==> src/hdl/assert_macros.svh <==
// Assertion macros used by the contact table sequencer.
`ifndef ASSERT_MACROS_SVH
`define ASSERT_MACROS_SVH

`ifndef NO_ASSERTIONS

// Property that holds at every clock edge outside reset.
`define DBCT_ASSERT(lbl, clk, rst_n, prop) \
    lbl: assert property (@(posedge clk) disable iff (!rst_n) (prop)) \
        else $error("dbct assertion failed");

// Implication checked in the same cycle.
`define DBCT_ASSERT_IMP(lbl, clk, rst_n, ante, cons) \
    lbl: assert property (@(posedge clk) disable iff (!rst_n) (ante) |-> (cons)) \
        else $error("dbct implication failed");

`else

`define DBCT_ASSERT(lbl, clk, rst_n, prop)
`define DBCT_ASSERT_IMP(lbl, clk, rst_n, ante, cons)

`endif

`endif

==> src/hdl/dbct_ram.sv <==
// Generic single-port RAM with registered read data.
`default_nettype none

module dbct_ram #(
    parameter int WIDTH = 8,
    parameter int DEPTH = 16
) (
    input  wire logic                     i_clk,
    input  wire logic [$clog2(DEPTH)-1:0] i_addr,
    input  wire logic                     i_we,
    input  wire logic [WIDTH-1:0]         i_wdata,
    input  wire logic                     i_re,
    output logic      [WIDTH-1:0]         o_rdata
);

    logic [WIDTH-1:0] r_mem [DEPTH];

    // Write, or read with the data held until the next read.
    always_ff @(posedge i_clk) begin
        if (i_we) begin
            r_mem[i_addr] <= i_wdata;
        end
        if (i_re) begin
            o_rdata <= r_mem[i_addr];
        end
    end

endmodule

`default_nettype wire

==> config.mk <==
export PLATFORM = sky130hd
export DESIGN_NAME = dbct_ram
export DESIGN_NICKNAME = d
export VERILOG_FILES = /design/src/hdl/assert_macros.svh /design/src/hdl/dbct_ram.sv
export SDC_FILE = /design/constraint.sdc
export NUM_CORES = 1
export LEC_CHECK = 0
export BUFFER_PORTS_ARGS = -buffer_cell sky130_fd_sc_hd__buf_2
export CAP_MARGIN = 25
export CORE_UTILIZATION = 25
export CTS_BUF_LIST = sky130_fd_sc_hd__clkbuf_8
export DETAILED_ROUTE_END_ITERATION = 6
export PLACE_DENSITY = 0.4
export SKIP_CTS_REPAIR_TIMING = 1
export SYNTH_ARGS = -nofsm -noshare
export SYNTH_HDL_FRONTEND = slang
export SYNTH_SLANG_ARGS = --single-unit
==> constraint.sdc <==
create_clock -name i_clk -period 1.7 [get_ports i_clk]
set_input_delay 0.17 -clock i_clk [delete_from_list [all_inputs] [get_ports i_clk]]
set_output_delay 0.17 -clock i_clk [all_outputs]
set_load 0.01 [all_outputs]
==> out/results.txt <==
Status = complete, no violations
Reg-to-reg slack, setup = 0.16 ns
Maximum clock frequency = 648 MHz
Clk_lat worst skew = 0.44 ns
Crit-path cells = mux4_2 > a22oi_1 > nand2_1
CP Depth = 3
Finish-stage setup viols = 0
Crit path max-delay family = multiplexers
Synth cell types = 17
Worst R2R Path Depth = 3
Clock buffer depth = 2
Final GP Congestion = 0.721
Die width = 145 um
Worst hold slack = 0.0987 ns
Height of the chip = 145 um
FF-to-FF Start = r_mem[7][4]
Power Density = 1080 nW/um2
VDD IR max = 0.344 mV
Worst Path Buf+Inv = 0
Post-DR vias/cell = 4.23
Crit path from = r_mem[7][4]
Post-route ant nets = 0
Worst R2R End = o_rdata[4]
Mean area per synthesized cell = 22.4 um2
Clock transition at path regs = 0.08 ns
CP endpoint = o_rdata[4]
Area growth syn-to-layout = 19.7%
Wire length per cell = 19.3 um
Starting Density = 25.4%
WHS Path Cells = 1
Final Max Slew Viols = 0
Port Buf Inserts = 22
Critical path class = register to register
Post-synthesis sequential area ratio = 79.3%
Dpl cell area = 5790 um2
Remaining DRCs = 0
Power Total = 6640 uW
Min Tclk post-route = 1.54 ns
H-tree Lvls = 4
Startpoint Class = register
Total clock buffers created by CTS = 17
Clock sinks = 136
Final Instance Area = 6160 um2
Crit share post-route = 90.7%
Crit. End Element = register
Initial antenna violation count = 0
Number of synthesized register bits = 136
# IOs = 23
Setup TNS = 0 ns
Vias in the first global route = 2576
CTS tree = done
Worst path required time = 1.88 ns
Max-Cap Viols = 0
All-Layer GR Usage = 11.3%
Syn Std Cell Area = 5150 um2
Via count = 2411
Clock Skew = 0.00730 ns
Layout Nets = 302
Ys Warns = 0
Slew HR = 43.9%
TritonRoute pass-1 iters = 4
Antenna cells = 0
Worst EP arrival = 1.73 ns
CP max stage delay = 0.51 ns
Worst Hold Class = input pin to register
RSZ-0062 raised after global routing = false
Cells after synthesis = 230
Layout cells sized above 1 = 36.7%
Worst slew pin tran = 0.840 ns
Crit path max-delay cell type = mux4_2
Core area = 20200 um2
Dpl hpwl = 7350 um
Iteration-0 DRC Markers = 181
Clock Root Buffer = clkbuf_8
Grt total ovfl = 0
Global-route wire length before repair = 16900 um
Final Core Density = 30.4%
Largest fanout on the critical path = 1
Post-Synthesis Net Count = 245
Leak = 0.00198 uW
Fill cell count = 1965
Final Hold Fails = 0
Total wire length = 11000 um
Largest net degree at the start of global routing = 27
# rows = 52
Full die area = 21200 um2
-- sequential cells by signal, summed over array words and instances, names as in the netlist --
signal   count
o_rdata      8
r_mem      128
-- cell usage in the layout (no fill, tap or decap) --
cell type and instances:
a22oi_1 16, and2_1 1, buf_12 4, buf_2 22
buf_4 23, bufinv_16 2, clkbuf_8 17, clkinv_1 2
clkinv_2 3, clkinv_4 3, clkinvlp_4 3, edfxtp_1 136
inv_1 2, mux4_2 32, nand2_1 9, nand2b_1 2
nand3_1 1, nand3b_1 2, nor2_1 13, nor2b_1 2
nor3_1 4, or3b_2 1
-- logic make-up (layout without fill, tap and decap cells) --
family / count (synthesis) / after routing / share of synthesized area (%)
DFF: 136 / 136 / 79.3
and+or+nand+nor: 35 / 35 / 3.16
muxes: 32 / 32 / 14.0
AOI/OAI and AO/OA: 16 / 16 / 2.33
buffers and inverters: 11 / 81 / 1.17
-- through the flow --
| step | setup slack (ns) | std cells |
|---|---|---|
| floorplan | 0.0370 | 230 |
| global placement | -0.162 | 538 |
| detailed placement | -0.129 | 538 |
| CTS | 0.185 | 570 |
| global route | 0.107 | 570 |
| finish | 0.158 | 570 |
-- routing by layer --
layer	share of wire [%]	GRT usage (%)	vias to the layer above
li1	-	-	1081
met1	47	14.9	1264
met2	48	17.4	51
met3	3.6	2.60	15
met4	2.0	6.21	0
met5	0	0	-
-- area by class of cell --
type | count | area, um2 | area share, %
multi-input combinational | 83 | 1000 | 16.3
clock buffer | 17 | 234 | 3.80
sequential | 136 | 4080 | 66.3
timing repair buffer | 49 | 363 | 5.89
clock inverter | 15 | 139 | 2.25
tap | 270 | 338 | 5.48
-- where the power goes --
part	internal [uW]	leakage [uW]	total, uW	switching, uW
logic	165	0.000555	383	218
clock network	1270	0.000189	2460	1190
registers	3770	0.00124	3790	19.4
total	5210	0.00198	6640	1420
-- synthesized netlist by cell type --
master    number  area, um2
edfxtp_1     136       4080
nand3b_1       2       15.0
buf_1          4       15.0
and2_1         1       6.26
nor2b_1        2       12.5
nor2_1        13       48.8
nand3_1        1       5.00
or3b_2         1       8.76
nand2_1        9       33.8
a22oi_1       16        120
clkbuf_2       1       5.00
buf_6          2       22.5
mux4_2        32        721
nand2b_1       2       12.5
nor3_1         4       20.0
clkbuf_1       2       7.51
buf_2          2       10.0
-- worst min-delay path by stage --
stage | start | slack (ns) | end
3_3_place_gp | i_re | 0.56 | o_rdata[5]
4_1_cts | i_re | 0.08 | o_rdata[7]
6_report | i_re | 0.1 | o_rdata[2]
3_5_place_dp | i_re | 0.56 | o_rdata[5]
2_1_floorplan | i_wdata[0] | 0.27 | r_mem[0][0]
5_1_grt | i_re | 0.08 | o_rdata[2]
No activity file was read; power rests on OpenSTA's default activity.
