==> config.mk <==
export PLATFORM = sky130hd
export DESIGN_NAME = dbct_out
export DESIGN_NICKNAME = d
export VERILOG_FILES = /design/src/hdl/assert_macros.svh /design/src/hdl/dbct_pkg.sv /design/src/hdl/dbct_out.sv
export SDC_FILE = /design/constraint.sdc
export NUM_CORES = 1
export LEC_CHECK = 0
export BUFFER_PORTS_ARGS = -buffer_cell sky130_fd_sc_hd__clkbuf_2
export CORE_AREA = 2 2 176 178
export DETAILED_ROUTE_END_ITERATION = 8
export DIE_AREA = 0 0 178 180
export GPL_TIMING_DRIVEN = 0
export HOLD_SLACK_MARGIN = 0.06
export PLACE_DENSITY = 0.58
export SYNTH_ARGS = -nofsm -noshare
export SYNTH_HDL_FRONTEND = slang
export SYNTH_SLANG_ARGS = --single-unit
==> constraint.sdc <==
create_clock -name i_clk -period 7.75 [get_ports i_clk]
set_input_delay 1.55 -clock i_clk [delete_from_list [all_inputs] [get_ports i_clk]]
set_output_delay 1.55 -clock i_clk [all_outputs]
set_load 0.01 [all_outputs]
==> src/hdl/assert_macros.svh <==
// Assertion macros used by the contact table sequencer.
`ifndef ASSERT_MACROS_SVH
`define ASSERT_MACROS_SVH

`ifndef NO_ASSERTIONS

// Property that holds at every clock edge outside reset.
`define DBCT_ASSERT(lbl, clk, rst_n, prop) \
    lbl: assert property (@(posedge clk) disable iff (!rst_n) (prop)) \
        else $error("dbct assertion failed");

// Implication checked in the same cycle.
`define DBCT_ASSERT_IMP(lbl, clk, rst_n, ante, cons) \
    lbl: assert property (@(posedge clk) disable iff (!rst_n) (ante) |-> (cons)) \
        else $error("dbct implication failed");

`else

`define DBCT_ASSERT(lbl, clk, rst_n, prop)
`define DBCT_ASSERT_IMP(lbl, clk, rst_n, ante, cons)

`endif

`endif

==> src/hdl/dbct_pkg.sv <==
// Package: sizes, codes and record types of the double-buffered contact table.
`default_nettype none

package dbct_pkg;

    // Entries per bank; the store holds two banks.
    localparam int MAX_CONTACTS = 1024;
    localparam int STORE_DEPTH  = 2 * MAX_CONTACTS;
    localparam int ADDR_W       = $clog2(STORE_DEPTH);
    // Fill counters must hold MAX_CONTACTS itself.
    localparam int FILL_W       = $clog2(MAX_CONTACTS + 1);

    // Operation codes of the mode field.
    localparam logic [1:0] MODE_ADD    = 2'd0;
    localparam logic [1:0] MODE_SWAP   = 2'd1;
    localparam logic [1:0] MODE_LOOKUP = 2'd2;

    // One stored contact record.
    typedef struct packed {
        logic [63:0]        key;
        logic signed [31:0] status;
        logic [63:0]        x_bits;
        logic [63:0]        y_bits;
        logic [63:0]        z_bits;
    } t_rec;

    localparam int REC_W = $bits(t_rec);

    // One result word.
    typedef struct packed {
        logic               accepted;
        logic               found;
        logic signed [31:0] status;
        logic [63:0]        x_bits;
        logic [63:0]        y_bits;
        logic [63:0]        z_bits;
    } t_res;

    // Store address of entry idx in the given bank.
    function automatic logic [ADDR_W-1:0] f_addr(input logic bank,
                                                 input logic [FILL_W-1:0] idx);
        logic [ADDR_W-1:0] base;
        base = bank ? ADDR_W'(MAX_CONTACTS) : '0;
        return base + ADDR_W'(idx);
    endfunction

endpackage

`default_nettype wire

==> src/hdl/dbct_out.sv <==
// Output register stage: holds one result word until the consumer takes it.
`default_nettype none

module dbct_out (
    input  wire logic            i_clk,
    input  wire logic            i_rst_n,
    input  wire logic            i_res_valid,
    input  wire dbct_pkg::t_res  i_res,
    output logic                 o_ready,
    output logic                 o_valid,
    output dbct_pkg::t_res       o_res,
    input  wire logic            i_stall
);

    import dbct_pkg::*;

    logic r_valid;
    t_res r_res;

    // Room when empty or when the held word leaves this cycle.
    assign o_ready = !r_valid || !i_stall;
    assign o_valid = r_valid;
    assign o_res   = r_res;

    always_ff @(posedge i_clk) begin
        if (!i_rst_n) begin
            r_valid <= 1'b0;
        end else if (o_ready) begin
            r_valid <= i_res_valid;
        end
    end

    always_ff @(posedge i_clk) begin
        if (o_ready && i_res_valid) begin
            r_res <= i_res;
        end
    end

endmodule

`default_nettype wire

==> reports/metrics.yaml, run 1 <==
register_area_mm2: 0.00681
htree_levels: 1
hold_buffers: 0
avgSynthCellArea_um2: 29.6
crit_path_max_fanout: 2
power.total_uw: 2810
ys_ff_latch: 227
total_leakage_power_uw: 0.00453
routedWlPerCell_um: 17.2
cts_tree: "built"
hold_viol_final: 0
path_clk_slew_ps: 60
vdd_drop_max_mv: 0.185
timing.rr.start: "o_valid$_SDFFE_PN0P_"
start_util: 0.226
final.setup_skew_ps: 15.3
place_ws_ps: 4350
ioPinCount: 458
track_usage: 0.114
via_per_inst: 3.74
cts_buffers: 26
grt_max_degree: 74
cts_setup_buffers: 0
dp_hpwl_um: 15200
drtAntennaViolNets: 0
endpoint_kind: "output port"
rows: 64
drive_gt1_frac: 0.668
relSlewSlack: 0.616
multi_input_area_um2: 23.8
slowest_delay_ps: 130
worst_slew_pin_slew_ps: 575
wirelength_um: 19500
max_freq_ghz: 0.293
min_period_ps: 3410
rr_worst_depth: 4
min_to: "o_valid$_SDFFE_PN0P_"
grt_overflow_total: 0
hold_start: "o_valid$_SDFFE_PN0P_"
drtIter0Drc: 141
syn_nets: 461
first_pass_iters: 4
clock-root-buffer: "clkbuf_16"
num_vias: 4249
antenna_found_initial: 2
setup_violations: 0
cp-start-kind: "input port"
fp.dieW_um: 178
path_delay_family: "buffers and inverters"
synth_top_area_cell: "edfxtp_1"
syn2layout_area_growth_pct: 53.7
yosys_warnings: 0
status: "finished clean"
rsz0062_at_grt: "false"
worstReg2RegEnd: "o_res[164]$_DFFE_PP_"
critPathKind: "in -> out"
maxSlewViolCount: 0
maxCapViolations: 0
p_per_area_mw_per_mm2: 267
critPathSlowestCell: "clkbuf_2"
io_buffers: 457
netlist_instances: 231
nNetsFinal: 949
hold_depth: 2
crit_chain: "clkbuf_2, nand2_1, clkbuf_2"
clock_path_buffers: 3
holdWs_ps: 535
gp_congestion: 0.788
fin_crit_sh: 0.440
crit_arrival_ps: 1860
ys_types: 6
drc: 0
yosys.area.top_type_share: 0.994
clock-sinks: 227
post_cts_resize_count: 0
crit_buf_inv: 2
netlist_top_cells_area: "edfxtp_1, dfxtp_1, and2_1"
reg2reg_slack_ps: 5730
dieArea_mm2: 0.0320
syn_area_mm2: 0.00683
crit_path_frequent_cell: "clkbuf_2"
fill_cells: 2936
setup_ws_ps: 4340
synth_seq_area_share: 0.997
die_y_um: 180
coreArea_mm2: 0.0302
hold_class: "reg -> reg"
grt_pass1_vias: 4484
required_ps: 6200
clkLatencyLatePin_ps: 530
grt_pass1_wl_um: 27200
-- cells by family after synthesis --
kind of cell,synth area share
flip-flops,0.997
AO/OA/AOI/OAI,0.000732
AND/OR/NAND/NOR,0.00238
-- cell usage after synthesis --
library cell / n
a21oi_1: 1
and2_1: 1
dfxtp_1: 1
edfxtp_1: 226
nand2_1: 1
nor2b_1: 1
-- layout make-up --
type                            instances  share of cell area
Antenna cell                            1            0.000238
Tap cell                              396              0.0472
Clock buffer                           34              0.0669
Multi-Input combinational cell          4             0.00227
Sequential cell                       227               0.649
Timing Repair Buffer                  460               0.226
Clock inverter                         14             0.00882
-- registers in the layout, indices dropped and copies added, names as in the netlist --
signal	count
o_res	226
o_valid	1
-- power by group --
group | switching [µW] | internal [µW]
Combinational | 113 | 88.8
Sequential | 22.1 | 1440
Clock | 475 | 668
-- metrics by stage --
step / area, µm² / TNS, ps / utilization / cells
2_1_floorplan: 6830 / 0 / - / 231
3_3_place_gp: 9610 / -402370 / 0.318 / 1084
3_5_place_dp: 9700 / 0 / 0.321 / 1087
4_1_cts: 10500 / 0 / 0.347 / 1135
5_1_grt: 10500 / 0 / 0.347 / 1135
6_report: 10500 / 0 / 0.348 / 1136
-- placed cells by master, fill, tap and decap left out --
master       n
clkbuf_16   27
diode_2      1
clkbuf_1     7
nand2_1      1
clkinv_4     1
a21oi_1      1
and2_4       1
edfxtp_1   226
nor2b_1      1
inv_6        1
buf_16       3
dfxtp_1      1
clkinv_2     3
clkbuf_2   457
bufinv_16    1
clkinv_1     8
-- worst max-delay path by stage --
stage	from	to	slack, ps	depth (start not counted)
6_report	i_stall	o_ready	4340	3
5_1_grt	i_stall	o_ready	4330	3
4_1_cts	i_stall	o_ready	4350	3
3_5_place_dp	i_stall	o_ready	4350	3
3_3_place_gp	i_stall	o_res[148]$_DFFE_PP_	-1810	3
2_1_floorplan	i_stall	o_res[0]$_DFFE_PP_	280	2
-- worst min-delay path, cell delays in order, from the launching register on --
cell and delay, ps:
dfxtp_1 320, a21oi_1 120, nor2b_1 50
-- per-layer routing --
metal | track usage | up-vias | part of all wire
met1 | 0.121 | 2011 | 0.35
met4 | 0.0370 | 0 | 0.024
met5 | 0 | - | 0
met2 | 0.203 | 277 | 0.50
li1 | - | 1929 | -
met3 | 0.0484 | 32 | 0.12
Power figures use the tool's default switching activity.
==> run 2: changes to the inputs <==
--- a/config.mk
+++ b/config.mk
@@ -6,12 +6,12 @@
 export NUM_CORES = 1
 export LEC_CHECK = 0
 export BUFFER_PORTS_ARGS = -buffer_cell sky130_fd_sc_hd__clkbuf_2
-export CORE_AREA = 2 2 176 178
+export CORE_AREA = 2 2 177 179
 export DETAILED_ROUTE_END_ITERATION = 8
-export DIE_AREA = 0 0 178 180
+export DIE_AREA = 0 0 179 181
 export GPL_TIMING_DRIVEN = 0
 export HOLD_SLACK_MARGIN = 0.06
-export PLACE_DENSITY = 0.58
+export PLACE_DENSITY = 0.55
 export SYNTH_ARGS = -nofsm -noshare
 export SYNTH_HDL_FRONTEND = slang
 export SYNTH_SLANG_ARGS = --single-unit
==> constraint.sdc (replaced) <==
create_clock -name i_clk -period 3.56 [get_ports i_clk]
set_input_delay 0.712 -clock i_clk [delete_from_list [all_inputs] [get_ports i_clk]]
set_output_delay 0.712 -clock i_clk [all_outputs]
set_load 0.01 [all_outputs]
==> reports/metrics.yaml, run 2 (synthesized netlist as in run 1, its figures left out) <==
dp_hpwl_um: 15100  # was 15200 µm
die_y_um: 181  # was 180 µm
total_leakage_power_uw: 0.00454  # was 0.00453 µW
ioPinCount: 458  # unchanged
largest_reg_flops: 226  # unchanged
worst_slew_pin_slew_ps: 409  # was 575 ps
cts_tree: "built"  # unchanged
grt_max_degree: 68  # was 74
diodes: 0  # was 1
antenna_found_initial: 4  # was 2
fill_cells: 2966  # was 2936
track_usage: 0.113  # was 0.114
hold_viol_final: 0  # unchanged
required_ps: 2850  # was 6200 ps
crit_arrival_ps: 1110  # was 1860 ps
slowest_delay_ps: 430  # was 130 ps
critPathSlowestCell: "edfxtp_1"  # was clkbuf_2
fin_crit_sh: 0.512
post_cts_resize_count: 0  # unchanged
setup_violations: 0  # unchanged
cp-start-kind: "register"  # was input port
placed_cells: 1088  # was 1087
rows: 64  # unchanged
nNetsFinal: 950  # was 949
grt_pass1_vias: 4562  # was 4484
max_freq_ghz: 0.549
syn2layout_area_growth_pct: 53.8  # was 53.7%
routedWlPerCell_um: 17.1  # was 17.2 µm
crit_path_max_fanout: 1  # was 2
maxCapViolations: 0  # unchanged
setup_ws_ps: 1740  # was 4340 ps
status: "finished clean"  # unchanged
num_vias: 4299  # was 4249
hold_class: "in -> reg"  # was reg -> reg
endpoint_kind: "output port"  # unchanged
mostFrequentLayoutCells: "clkbuf_2, edfxtp_1, clkbuf_16"  # unchanged
rsz0062_at_grt: "false"  # unchanged
dpl_cell_area_mm2: 0.00971  # was 0.00970 mm²
path_clk_slew_ps: 60  # about the same
final.setup_skew_ps: 7.22  # was 15.3 ps
hold_buffers: 0  # unchanged
start_util: 0.225  # was 0.226
htree_levels: 1  # unchanged
holdWs_ps: 358  # was 535 ps
critPathKind: "reg -> out"  # was in -> out
grt_pass1_wl_um: 27000  # was 27200 µm
wirelength_um: 19400  # was 19500 µm
fp.dieW_um: 179  # was 178 µm
via_per_inst: 3.79  # was 3.74
grt_overflow_total: 0  # unchanged
clock-root-buffer: "clkbuf_16"  # unchanged
place_ws_ps: 1230  # was 4350 ps
crit_chain: "clkbuf_2"  # was clkbuf_2, nand2_1, clkbuf_2
dieArea_mm2: 0.0324  # was 0.0320 mm²
layout_commonest_cell: "clkbuf_2"  # unchanged
clock_path_buffers: 3  # unchanged
cts_setup_buffers: 0  # unchanged
maxSlewViolCount: 0  # unchanged
coreArea_mm2: 0.0303  # was 0.0302 mm²
relSlewSlack: 0.727  # was 0.616
gp_congestion: 0.724  # was 0.788
io_buffers: 457  # unchanged
clock-sinks: 227  # unchanged
clkLatencyLatePin_ps: 530  # about the same
vdd_drop_max_mv: 0.366  # was 0.185 mV
final_cell_area_mm2: 0.0105  # about the same
cts_buffers: 26  # unchanged
drive_gt1_frac: 0.676  # was 0.668
drtIter0Drc: 168  # was 141
fin_cells: 1134  # was 1136
crit_buf_inv: 1  # was 2
drc: 0  # unchanged
path_delay_family: "flip-flops"  # was buffers and inverters
first_pass_iters: 4  # unchanged
drtAntennaViolNets: 0  # unchanged
min_period_ps: 1820
p_per_area_mw_per_mm2: 581  # was 267 mW/mm²
[run 2: changes by cell type in the layout (fill, tap and decap cells not counted), sizes merged]
cell	before	now
clkbuf	491	489
buf	3	4
clkinvlp	0	1
diode	1	0
inv	1	0
[run 2: cell type report]
| type | instances | area [µm²] | area share |
|---|---|---|---|
| clock buffer | 32 | 694 | 0.0661 |
| clock inverter | 14 | 96.3 | 0.00918 |
| multi-input combinational | 4 | 23.8 | 0.00226 |
| sequential | 227 | 6810 | 0.648 |
| tap | 396 | 495 | 0.0472 |
| timing repair buffer | 461 | 2380 | 0.227 |
[run 2: metrics by stage]
stage	setup TNS (ps)	util	total power [µW]
finish	0	0.346	6100
global route	0	0.346	6370
CTS	0	0.346	6220
detailed placement	0	0.320	3690
global placement	-9970	0.317	3670
floorplan	0	-	3360
[run 2: power by group]
part / total (µW) / internal (µW) / switching [µW]
clock: 2480 / 1450 / 1030
sequential: 3170 / 3130 / 42.4
combinational: 446 / 195 / 250
[run 2: routing by layer]
layer / part of all wire / vias to the layer above / GRT usage
met4: 0.029 / 6 / 0.0420
met1: 0.32 / 2007 / 0.108
met2: 0.50 / 314 / 0.203
met3: 0.14 / 46 / 0.0577
li1: - / 1926 / -
met5: 0.0021 / - / 0
[run 2: worst paths after layout]
kind	slack, ps	startpoint	cells after the start	end
max	1740	o_res[217]$_DFFE_PP_	1	o_res[217]
min	360	i_res[34]	1	o_res[34]$_DFFE_PP_
max reg2reg	1750	o_valid$_SDFFE_PN0P_	4	o_res[207]$_DFFE_PP_
min reg2reg	540	o_valid$_SDFFE_PN0P_	2	o_valid$_SDFFE_PN0P_
[run 2: worst reg2reg max path, stage by stage (launching register included)]
cell and delay [ps]:
dfxtp_1 330, nand2_1 90, and2_4 410, buf_12 290, buf_16 290
