$ cat config.mk
export PLATFORM = sky130hd
export DESIGN_NAME = dbct_seq
export DESIGN_NICKNAME = d
export VERILOG_FILES = /design/src/hdl/dbct_pkg.sv /design/src/hdl/dbct_seq.sv
export VERILOG_INCLUDE_DIRS = /design/src /design/src/hdl
export SDC_FILE = /design/constraint.sdc
export NUM_CORES = 1
export LEC_CHECK = 0
export BUFFER_PORTS_ARGS = -buffer_cell sky130_fd_sc_hd__clkbuf_2
export CAP_MARGIN = 5
export CORE_AREA = 2 2 427 429
export DETAILED_ROUTE_END_ITERATION = 6
export DIE_AREA = 0 0 429 431
export GPL_ROUTABILITY_DRIVEN = 0
export GPL_TIMING_DRIVEN = 1
export PLACE_DENSITY = 0.3
export SLEW_MARGIN = 20
export SYNTH_ARGS = -nofsm -noshare
export SYNTH_HDL_FRONTEND = slang
export SYNTH_SLANG_ARGS = --single-unit
$ cat constraint.sdc
create_clock -name i_clk -period 6.34 [get_ports i_clk]
set_clock_uncertainty 0.1 [all_clocks]
set_input_delay 0.634 -clock i_clk [delete_from_list [all_inputs] [get_ports i_clk]]
set_output_delay 0.634 -clock i_clk [all_outputs]
set_load 0.05 [all_outputs]
$ cat src/hdl/assert_macros.svh
// Assertion macros used by the contact table sequencer.
`ifndef ASSERT_MACROS_SVH
`define ASSERT_MACROS_SVH

`ifndef NO_ASSERTIONS

// Property that holds at every clock edge outside reset.
`define DBCT_ASSERT(lbl, clk, rst_n, prop) \
    lbl: assert property (@(posedge clk) disable iff (!rst_n) (prop)) \
        else $error("dbct assertion failed");

// Implication checked in the same cycle.
`define DBCT_ASSERT_IMP(lbl, clk, rst_n, ante, cons) \
    lbl: assert property (@(posedge clk) disable iff (!rst_n) (ante) |-> (cons)) \
        else $error("dbct implication failed");

`else

`define DBCT_ASSERT(lbl, clk, rst_n, prop)
`define DBCT_ASSERT_IMP(lbl, clk, rst_n, ante, cons)

`endif

`endif

$ cat src/hdl/dbct_pkg.sv
// Package: sizes, codes and record types of the double-buffered contact table.
`default_nettype none

package dbct_pkg;

    // Entries per bank; the store holds two banks.
    localparam int MAX_CONTACTS = 1024;
    localparam int STORE_DEPTH  = 2 * MAX_CONTACTS;
    localparam int ADDR_W       = $clog2(STORE_DEPTH);
    // Fill counters must hold MAX_CONTACTS itself.
    localparam int FILL_W       = $clog2(MAX_CONTACTS + 1);

    // Operation codes of the mode field.
    localparam logic [1:0] MODE_ADD    = 2'd0;
    localparam logic [1:0] MODE_SWAP   = 2'd1;
    localparam logic [1:0] MODE_LOOKUP = 2'd2;

    // One stored contact record.
    typedef struct packed {
        logic [63:0]        key;
        logic signed [31:0] status;
        logic [63:0]        x_bits;
        logic [63:0]        y_bits;
        logic [63:0]        z_bits;
    } t_rec;

    localparam int REC_W = $bits(t_rec);

    // One result word.
    typedef struct packed {
        logic               accepted;
        logic               found;
        logic signed [31:0] status;
        logic [63:0]        x_bits;
        logic [63:0]        y_bits;
        logic [63:0]        z_bits;
    } t_res;

    // Store address of entry idx in the given bank.
    function automatic logic [ADDR_W-1:0] f_addr(input logic bank,
                                                 input logic [FILL_W-1:0] idx);
        logic [ADDR_W-1:0] base;
        base = bank ? ADDR_W'(MAX_CONTACTS) : '0;
        return base + ADDR_W'(idx);
    endfunction

endpackage

`default_nettype wire

$ cat src/hdl/dbct_seq.sv
// Sequencer: decodes items, keeps fill counts and bank select, scans the store.
`default_nettype none
`include "assert_macros.svh"

module dbct_seq (
    input  wire logic                    i_clk,
    input  wire logic                    i_rst_n,
    // input channel
    input  wire logic                    i_valid,
    output logic                         o_stall,
    input  wire logic [1:0]              i_mode,
    input  wire logic [63:0]             i_contact_id,
    input  wire logic signed [31:0]      i_entry_status,
    input  wire logic [63:0]             i_vec_x_bits,
    input  wire logic [63:0]             i_vec_y_bits,
    input  wire logic [63:0]             i_vec_z_bits,
    // record store port
    output logic [dbct_pkg::ADDR_W-1:0]  o_ram_addr,
    output logic                         o_ram_we,
    output dbct_pkg::t_rec               o_ram_wdata,
    output logic                         o_ram_re,
    input  wire dbct_pkg::t_rec          i_ram_rdata,
    // result toward the output stage
    output logic                         o_res_valid,
    output dbct_pkg::t_res               o_res,
    input  wire logic                    i_out_ready
);

    import dbct_pkg::*;

    localparam logic ST_IDLE = 1'b0;
    localparam logic ST_SCAN = 1'b1;

    logic              r_state, n_state;
    logic              r_bank, n_bank;
    logic [FILL_W-1:0] r_cur_fill, n_cur_fill;
    logic [FILL_W-1:0] r_pend_fill, n_pend_fill;
    logic [FILL_W-1:0] r_rd_idx, n_rd_idx;
    logic [63:0]       r_key, n_key;
    logic              in_acc;
    logic              hit;

    assign o_stall = (r_state != ST_IDLE) || !i_out_ready;
    assign in_acc  = i_valid && !o_stall;
    assign hit     = (i_ram_rdata.key == r_key);

    // Store write data is always the incoming record.
    assign o_ram_wdata = '{key: i_contact_id, status: i_entry_status,
                           x_bits: i_vec_x_bits, y_bits: i_vec_y_bits,
                           z_bits: i_vec_z_bits};

    // Next state, store access and result.
    // Lookups read only the current bank and adds write only the pending
    // bank, so read and write never touch the same entry.
    always_comb begin
        n_state     = r_state;
        n_bank      = r_bank;
        n_cur_fill  = r_cur_fill;
        n_pend_fill = r_pend_fill;
        n_rd_idx    = r_rd_idx;
        n_key       = r_key;
        o_ram_addr  = f_addr(r_bank, r_rd_idx);
        o_ram_we    = 1'b0;
        o_ram_re    = 1'b0;
        o_res_valid = 1'b0;
        o_res       = '0;
        o_res.accepted = 1'b1;

        unique case (r_state)
            ST_IDLE: begin
                if (in_acc) begin
                    unique case (i_mode)
                        MODE_ADD: begin
                            o_res_valid = 1'b1;
                            if (r_pend_fill >= FILL_W'(MAX_CONTACTS)) begin
                                o_res.accepted = 1'b0;
                            end else begin
                                o_ram_addr  = f_addr(~r_bank, r_pend_fill);
                                o_ram_we    = 1'b1;
                                n_pend_fill = r_pend_fill + 1'b1;
                            end
                        end
                        MODE_SWAP: begin
                            o_res_valid = 1'b1;
                            n_bank      = ~r_bank;
                            n_cur_fill  = r_pend_fill;
                            n_pend_fill = '0;
                        end
                        MODE_LOOKUP: begin
                            if (r_cur_fill == '0) begin
                                o_res_valid = 1'b1;
                            end else begin
                                // first read goes out with the accept
                                o_ram_addr = f_addr(r_bank, '0);
                                o_ram_re   = 1'b1;
                                n_rd_idx   = FILL_W'(1);
                                n_key      = i_contact_id;
                                n_state    = ST_SCAN;
                            end
                        end
                        default: begin
                            o_res_valid = 1'b1;
                        end
                    endcase
                end
            end
            ST_SCAN: begin
                // read data holds the entry at r_rd_idx - 1
                if (hit || (r_rd_idx == r_cur_fill)) begin
                    if (i_out_ready) begin
                        o_res_valid = 1'b1;
                        if (hit) begin
                            o_res.found  = 1'b1;
                            o_res.status = i_ram_rdata.status;
                            o_res.x_bits = i_ram_rdata.x_bits;
                            o_res.y_bits = i_ram_rdata.y_bits;
                            o_res.z_bits = i_ram_rdata.z_bits;
                        end
                        n_state = ST_IDLE;
                    end
                end else begin
                    o_ram_re = 1'b1;
                    n_rd_idx = r_rd_idx + 1'b1;
                end
            end
            default: begin
                n_state = ST_IDLE;
            end
        endcase
    end

    // Control registers.
    always_ff @(posedge i_clk) begin
        if (!i_rst_n) begin
            r_state     <= ST_IDLE;
            r_bank      <= 1'b0;
            r_cur_fill  <= '0;
            r_pend_fill <= '0;
            r_rd_idx    <= '0;
        end else begin
            r_state     <= n_state;
            r_bank      <= n_bank;
            r_cur_fill  <= n_cur_fill;
            r_pend_fill <= n_pend_fill;
            r_rd_idx    <= n_rd_idx;
        end
    end

    // Search key.
    always_ff @(posedge i_clk) begin
        r_key <= n_key;
    end

    `DBCT_ASSERT(a_pend_fill_max, i_clk, i_rst_n, r_pend_fill <= FILL_W'(MAX_CONTACTS))
    `DBCT_ASSERT(a_cur_fill_max, i_clk, i_rst_n, r_cur_fill <= FILL_W'(MAX_CONTACTS))
    `DBCT_ASSERT_IMP(a_scan_idx, i_clk, i_rst_n, r_state == ST_SCAN, (r_rd_idx != '0) && (r_rd_idx <= r_cur_fill))
    `DBCT_ASSERT_IMP(a_res_room, i_clk, i_rst_n, o_res_valid, i_out_ready)
    `DBCT_ASSERT_IMP(a_no_rw, i_clk, i_rst_n, o_ram_we, !o_ram_re && (r_state == ST_IDLE))

endmodule

`default_nettype wire

==> metrics.txt <==
# TYPE chip_impl_metric gauge
chip_impl_info{name="run_status",value="complete, no violations"} 1
chip_impl_metric{name="fin_hold_ws",unit="ns"} 0.292
chip_impl_metric{name="postLayoutCoreUtil",unit="%"} 6.98
chip_impl_metric{name="syn_area_per_cell",unit="µm²"} 8.83
chip_impl_metric{name="antenna_found_initial",unit=""} 126
chip_impl_info{name="startpoint_type_of_the_worst_setup_path",value="flip-flop"} 1
chip_impl_metric{name="drv_cap",unit=""} 0
chip_impl_metric{name="clk_pin_slew",unit="ns"} 0.09
chip_impl_metric{name="cellInternalPower",unit="W"} 0.00106
chip_impl_metric{name="power-per-cell-area",unit="mW/mm²"} 131
chip_impl_metric{name="number_of_instances_in_the_synthesized_netlist",unit=""} 927
chip_impl_metric{name="synth_cell_types",unit=""} 43
chip_impl_metric{name="die_span_y",unit="µm"} 431
chip_impl_metric{name="netSwitchingPower",unit="W"} 0.000586
chip_impl_metric{name="post-dp-hpwl",unit="µm"} 113000
chip_impl_metric{name="worst_slew_pin_slew",unit="ns"} 0.825
chip_impl_metric{name="post_cts_buffers",unit=""} 0
chip_impl_metric{name="postSynthRegisterBits",unit=""} 99
chip_impl_metric{name="route.vias.total",unit=""} 8305
chip_impl_metric{name="synth_seq_area_share",unit="%"} 32.1
chip_impl_info{name="startpoint_to_endpoint_class_of_the_critical_path",value="flip-flop to output port"} 1
chip_impl_metric{name="cts_max_path_buffers",unit=""} 2
chip_impl_metric{name="floorplan.io_pins",unit=""} 1111
chip_impl_metric{name="placeableCoreArea",unit="mm²"} 0.180
chip_impl_metric{name="multiInputGateArea",unit="mm²"} 0.00324
chip_impl_metric{name="final-max-slew-violation-count",unit=""} 0
chip_impl_metric{name="power.clock.fraction",unit="%"} 36.9
chip_impl_metric{name="num_rows",unit=""} 156
chip_impl_info{name="holdCritPathClass",value="input port to flip-flop"} 1
chip_impl_metric{name="cellLeakagePower",unit="nW"} 5.22
chip_impl_metric{name="filler_cell_count",unit=""} 21284
chip_impl_metric{name="finalSetupViolations",unit=""} 0
chip_impl_metric{name="total_wirelength_of_the_detailed_routed_design",unit="µm"} 119000
chip_impl_metric{name="holdPathStages",unit=""} 1
chip_impl_metric{name="die-area",unit="mm²"} 0.185
chip_impl_metric{name="vdd.ir_drop.worst",unit="mV"} 0.0946
chip_impl_metric{name="vias_in_the_first_global_route",unit=""} 8120
chip_impl_metric{name="cts_inserted_buffers",unit=""} 9
chip_impl_metric{name="placed_area",unit="mm²"} 0.0123
chip_impl_metric{name="dieWidth",unit="µm"} 429
chip_impl_metric{name="final_period_demand_of_the_worst_path",unit="ns"} 5.15
chip_impl_metric{name="final_area",unit="mm²"} 0.0126
chip_impl_info{name="synth.most_common_cell",value="sky130_fd_sc_hd__buf_4"} 1
chip_impl_metric{name="netlist.area_leader.share",unit="%"} 26.7
chip_impl_metric{name="cts-hold-fix-buffers",unit=""} 0
chip_impl_metric{name="post_drt_via_cell_ratio",unit=""} 2.26
chip_impl_metric{name="grt_first_pass_wirelength",unit="µm"} 137000
chip_impl_metric{name="wire_per_inst",unit="µm"} 32.6
chip_impl_metric{name="io_buffer_count",unit=""} 662
chip_impl_metric{name="initial_core_util",unit="%"} 4.54
chip_impl_metric{name="drcViolationCount",unit=""} 0
chip_impl_metric{name="area_growth",unit="%"} 53.6
chip_impl_metric{name="power_switching_share",unit="%"} 35.6
chip_impl_info{name="synthTopCellsByArea",value="sky130_fd_sc_hd__buf_4 (27%), sky130_fd_sc_hd__edfxtp_1 (23%), sky130_fd_sc_hd__and2_1 (17%)"} 1
chip_impl_metric{name="drt_pre_antenna_iters",unit=""} 4
chip_impl_metric{name="timing.final.hold_violations",unit=""} 0
chip_impl_metric{name="maximum_number_of_pins_on_one_net_before_global_route_repair",unit=""} 136
chip_impl_info{name="cts-root-buf",value="sky130_fd_sc_hd__clkbuf_16"} 1
chip_impl_metric{name="pwr-share-seq",unit="%"} 41.6
chip_impl_metric{name="num-nets-final",unit=""} 1870
chip_impl_info{name="tritoncts",value="done"} 1
chip_impl_metric{name="finalCritPeriodShare",unit="%"} 81.2
chip_impl_info{name="synth_commonest_cells",value="sky130_fd_sc_hd__buf_4 (291), sky130_fd_sc_hd__and2_1 (224), sky130_fd_sc_hd__xor2_1 (71), sky130_fd_sc_hd__edfxtp_1 (64)"} 1
chip_impl_metric{name="cts_sinks",unit=""} 99
chip_impl_metric{name="power.total",unit="W"} 0.00165
chip_impl_metric{name="htree_levels",unit=""} 3
chip_impl_metric{name="pwr-share-comb",unit="%"} 21.5
chip_impl_info{name="synth_top_cell_by_area",value="sky130_fd_sc_hd__buf_4"} 1
chip_impl_metric{name="critical_path_arrival",unit="ns"} 4.41
chip_impl_metric{name="grt_usage",unit="%"} 12.5
chip_impl_metric{name="max_fclk",unit="MHz"} 194
chip_impl_metric{name="cp.required",unit="ns"} 5.61
chip_impl_info{name="synth-main-ff-cell",value="sky130_fd_sc_hd__edfxtp_1"} 1
chip_impl_metric{name="yosys_warnings",unit=""} 0
chip_impl_metric{name="worstRegToRegCells",unit=""} 8
chip_impl_metric{name="route.antenna.remaining_nets",unit=""} 0
chip_impl_metric{name="slew_hr",unit="%"} 44.8
chip_impl_metric{name="layout_cells_sized_above_1",unit="%"} 54.5
chip_impl_metric{name="crit_path_max_fanout",unit=""} 36
chip_impl_info{name="endpoint_kind",value="output port"} 1
chip_impl_metric{name="fin_tns_setup",unit="ns"} 0
chip_impl_metric{name="initialDrtViolationCount",unit=""} 243
chip_impl_metric{name="syn-cell-area",unit="mm²"} 0.00818
chip_impl_metric{name="ys_async_sr_fraction",unit="%"} 0
chip_impl_metric{name="mappedNetlistNets",unit=""} 1512
chip_impl_metric{name="number_of_enable_flip_flop_cells_after_synthesis",unit=""} 64
chip_impl_metric{name="cts_repair_resize_count",unit=""} 0
chip_impl_info{name="setup_repair_after_global_routing_missed_its_margin",value="no"} 1
chip_impl_metric{name="clock_insertion_delay_worst_skew",unit="ns"} 0.43
chip_impl_metric{name="gr-total-overflow",unit=""} 0
chip_impl_metric{name="layout.area.seq",unit="mm²"} 0.00262
## flip-flops by register name, summed over array words and instances (netlist names)
signal       count
r_cur_fill      11
r_key           64
r_pend_fill     11
r_state          1
r_bank           1
r_rd_idx        11
## cells by family (layout without fill, tap and decap cells)
logic type / Yosys count / after routing / share of synthesized area (%)
buffers and inverters: 333 / 696 / 28.9
DFF: 99 / 99 / 32.1
AOI/OAI and AO/OA: 52 / 52 / 4.25
other: 0 / 11 / 0
muxes: 1 / 1 / 0.122
and+or+nand+nor: 354 / 354 / 25.1
adders and majority gates: 3 / 3 / 0.459
xor gates and xnor gates: 85 / 85 / 9.10
## cell usage in the layout (no fill, tap or decap), types with 4 or more instances in the layout
cell type                   synthesis  final
sky130_fd_sc_hd__xor2_1            71     70
sky130_fd_sc_hd__nor2_1            26     26
sky130_fd_sc_hd__diode_2            0     11
sky130_fd_sc_hd__nand2_1           35     35
sky130_fd_sc_hd__dfxtp_1           35     35
sky130_fd_sc_hd__nand4_1           11     11
sky130_fd_sc_hd__inv_1              6      5
sky130_fd_sc_hd__xnor2_1           14     14
sky130_fd_sc_hd__nand3_1           19     19
sky130_fd_sc_hd__nor3_1             4      4
sky130_fd_sc_hd__and2_1           224    224
sky130_fd_sc_hd__buf_4            291     10
sky130_fd_sc_hd__a22o_1             9      9
sky130_fd_sc_hd__a21oi_1           17     17
sky130_fd_sc_hd__clkbuf_2           0    662
sky130_fd_sc_hd__nor4_1            21     18
sky130_fd_sc_hd__edfxtp_1          64     64
sky130_fd_sc_hd__o21ai_0            8      8
sky130_fd_sc_hd__clkbuf_16          0      9
## final timing paths
check                                     start             to  slack (ns)
worst max-delay path                   r_key[4]     o_res[127]        1.19
worst min-delay path            i_contact_id[5]       r_key[5]        0.29
worst max register to register         r_key[4]    r_rd_idx[8]        3.13
worst min register to register    r_cur_fill[8]  r_cur_fill[8]        0.40
## stage by stage
step,cells,setup slack [ns]
after floorplan,927,2.88
after global placement,3644,0.474
after detailed placement,3644,0.855
after CTS,3660,0.638
after global routing,3665,0.788
final,3671,1.19
## worst max-delay path, stage by stage (launching register included)
cell                       delay, ns
sky130_fd_sc_hd__edfxtp_1       0.40
sky130_fd_sc_hd__xor2_1         0.20
sky130_fd_sc_hd__nor4_4         0.60
sky130_fd_sc_hd__nand4_1        0.38
sky130_fd_sc_hd__nor4_4         0.79
sky130_fd_sc_hd__and3_4         0.38
sky130_fd_sc_hd__buf_4          0.46
sky130_fd_sc_hd__and2_1         0.31
sky130_fd_sc_hd__clkbuf_2       0.31
## area by class of cell
class / count / area share (%)
flip-flops and latches: 99 / 20.9
clock inverters: 7 / 0.458
clock buffers: 9 / 1.79
repair buffers: 673 / 27.1
well taps: 2370 / 23.6
multi-input cells: 495 / 25.7
inverters: 7 / 0.219
diodes: 11 / 0.219
## metal layers
metal,routed length (µm),up-vias,global-route usage (%),share of wire (%)
met4,2810,16,2.68,2.4
met2,69500,762,25.9,58
met1,30500,3782,9.13,26
met3,16600,297,8.07,14
met5,94,-,0,0.079
li1,-,3448,-,-
## power groups by stage
stage | clock network (W) | registers [W] | logic, W
after floorplan | 0 | 0.000700 | 0.000519
after global placement | 0 | 0.000700 | 0.000377
after detailed placement | 0 | 0.000700 | 0.000376
after CTS | 0.000660 | 0.000685 | 0.000377
after global routing | 0.000669 | 0.000686 | 0.000379
final | 0.000609 | 0.000685 | 0.000354
Note: power is estimated with default switching activity, not from simulation.
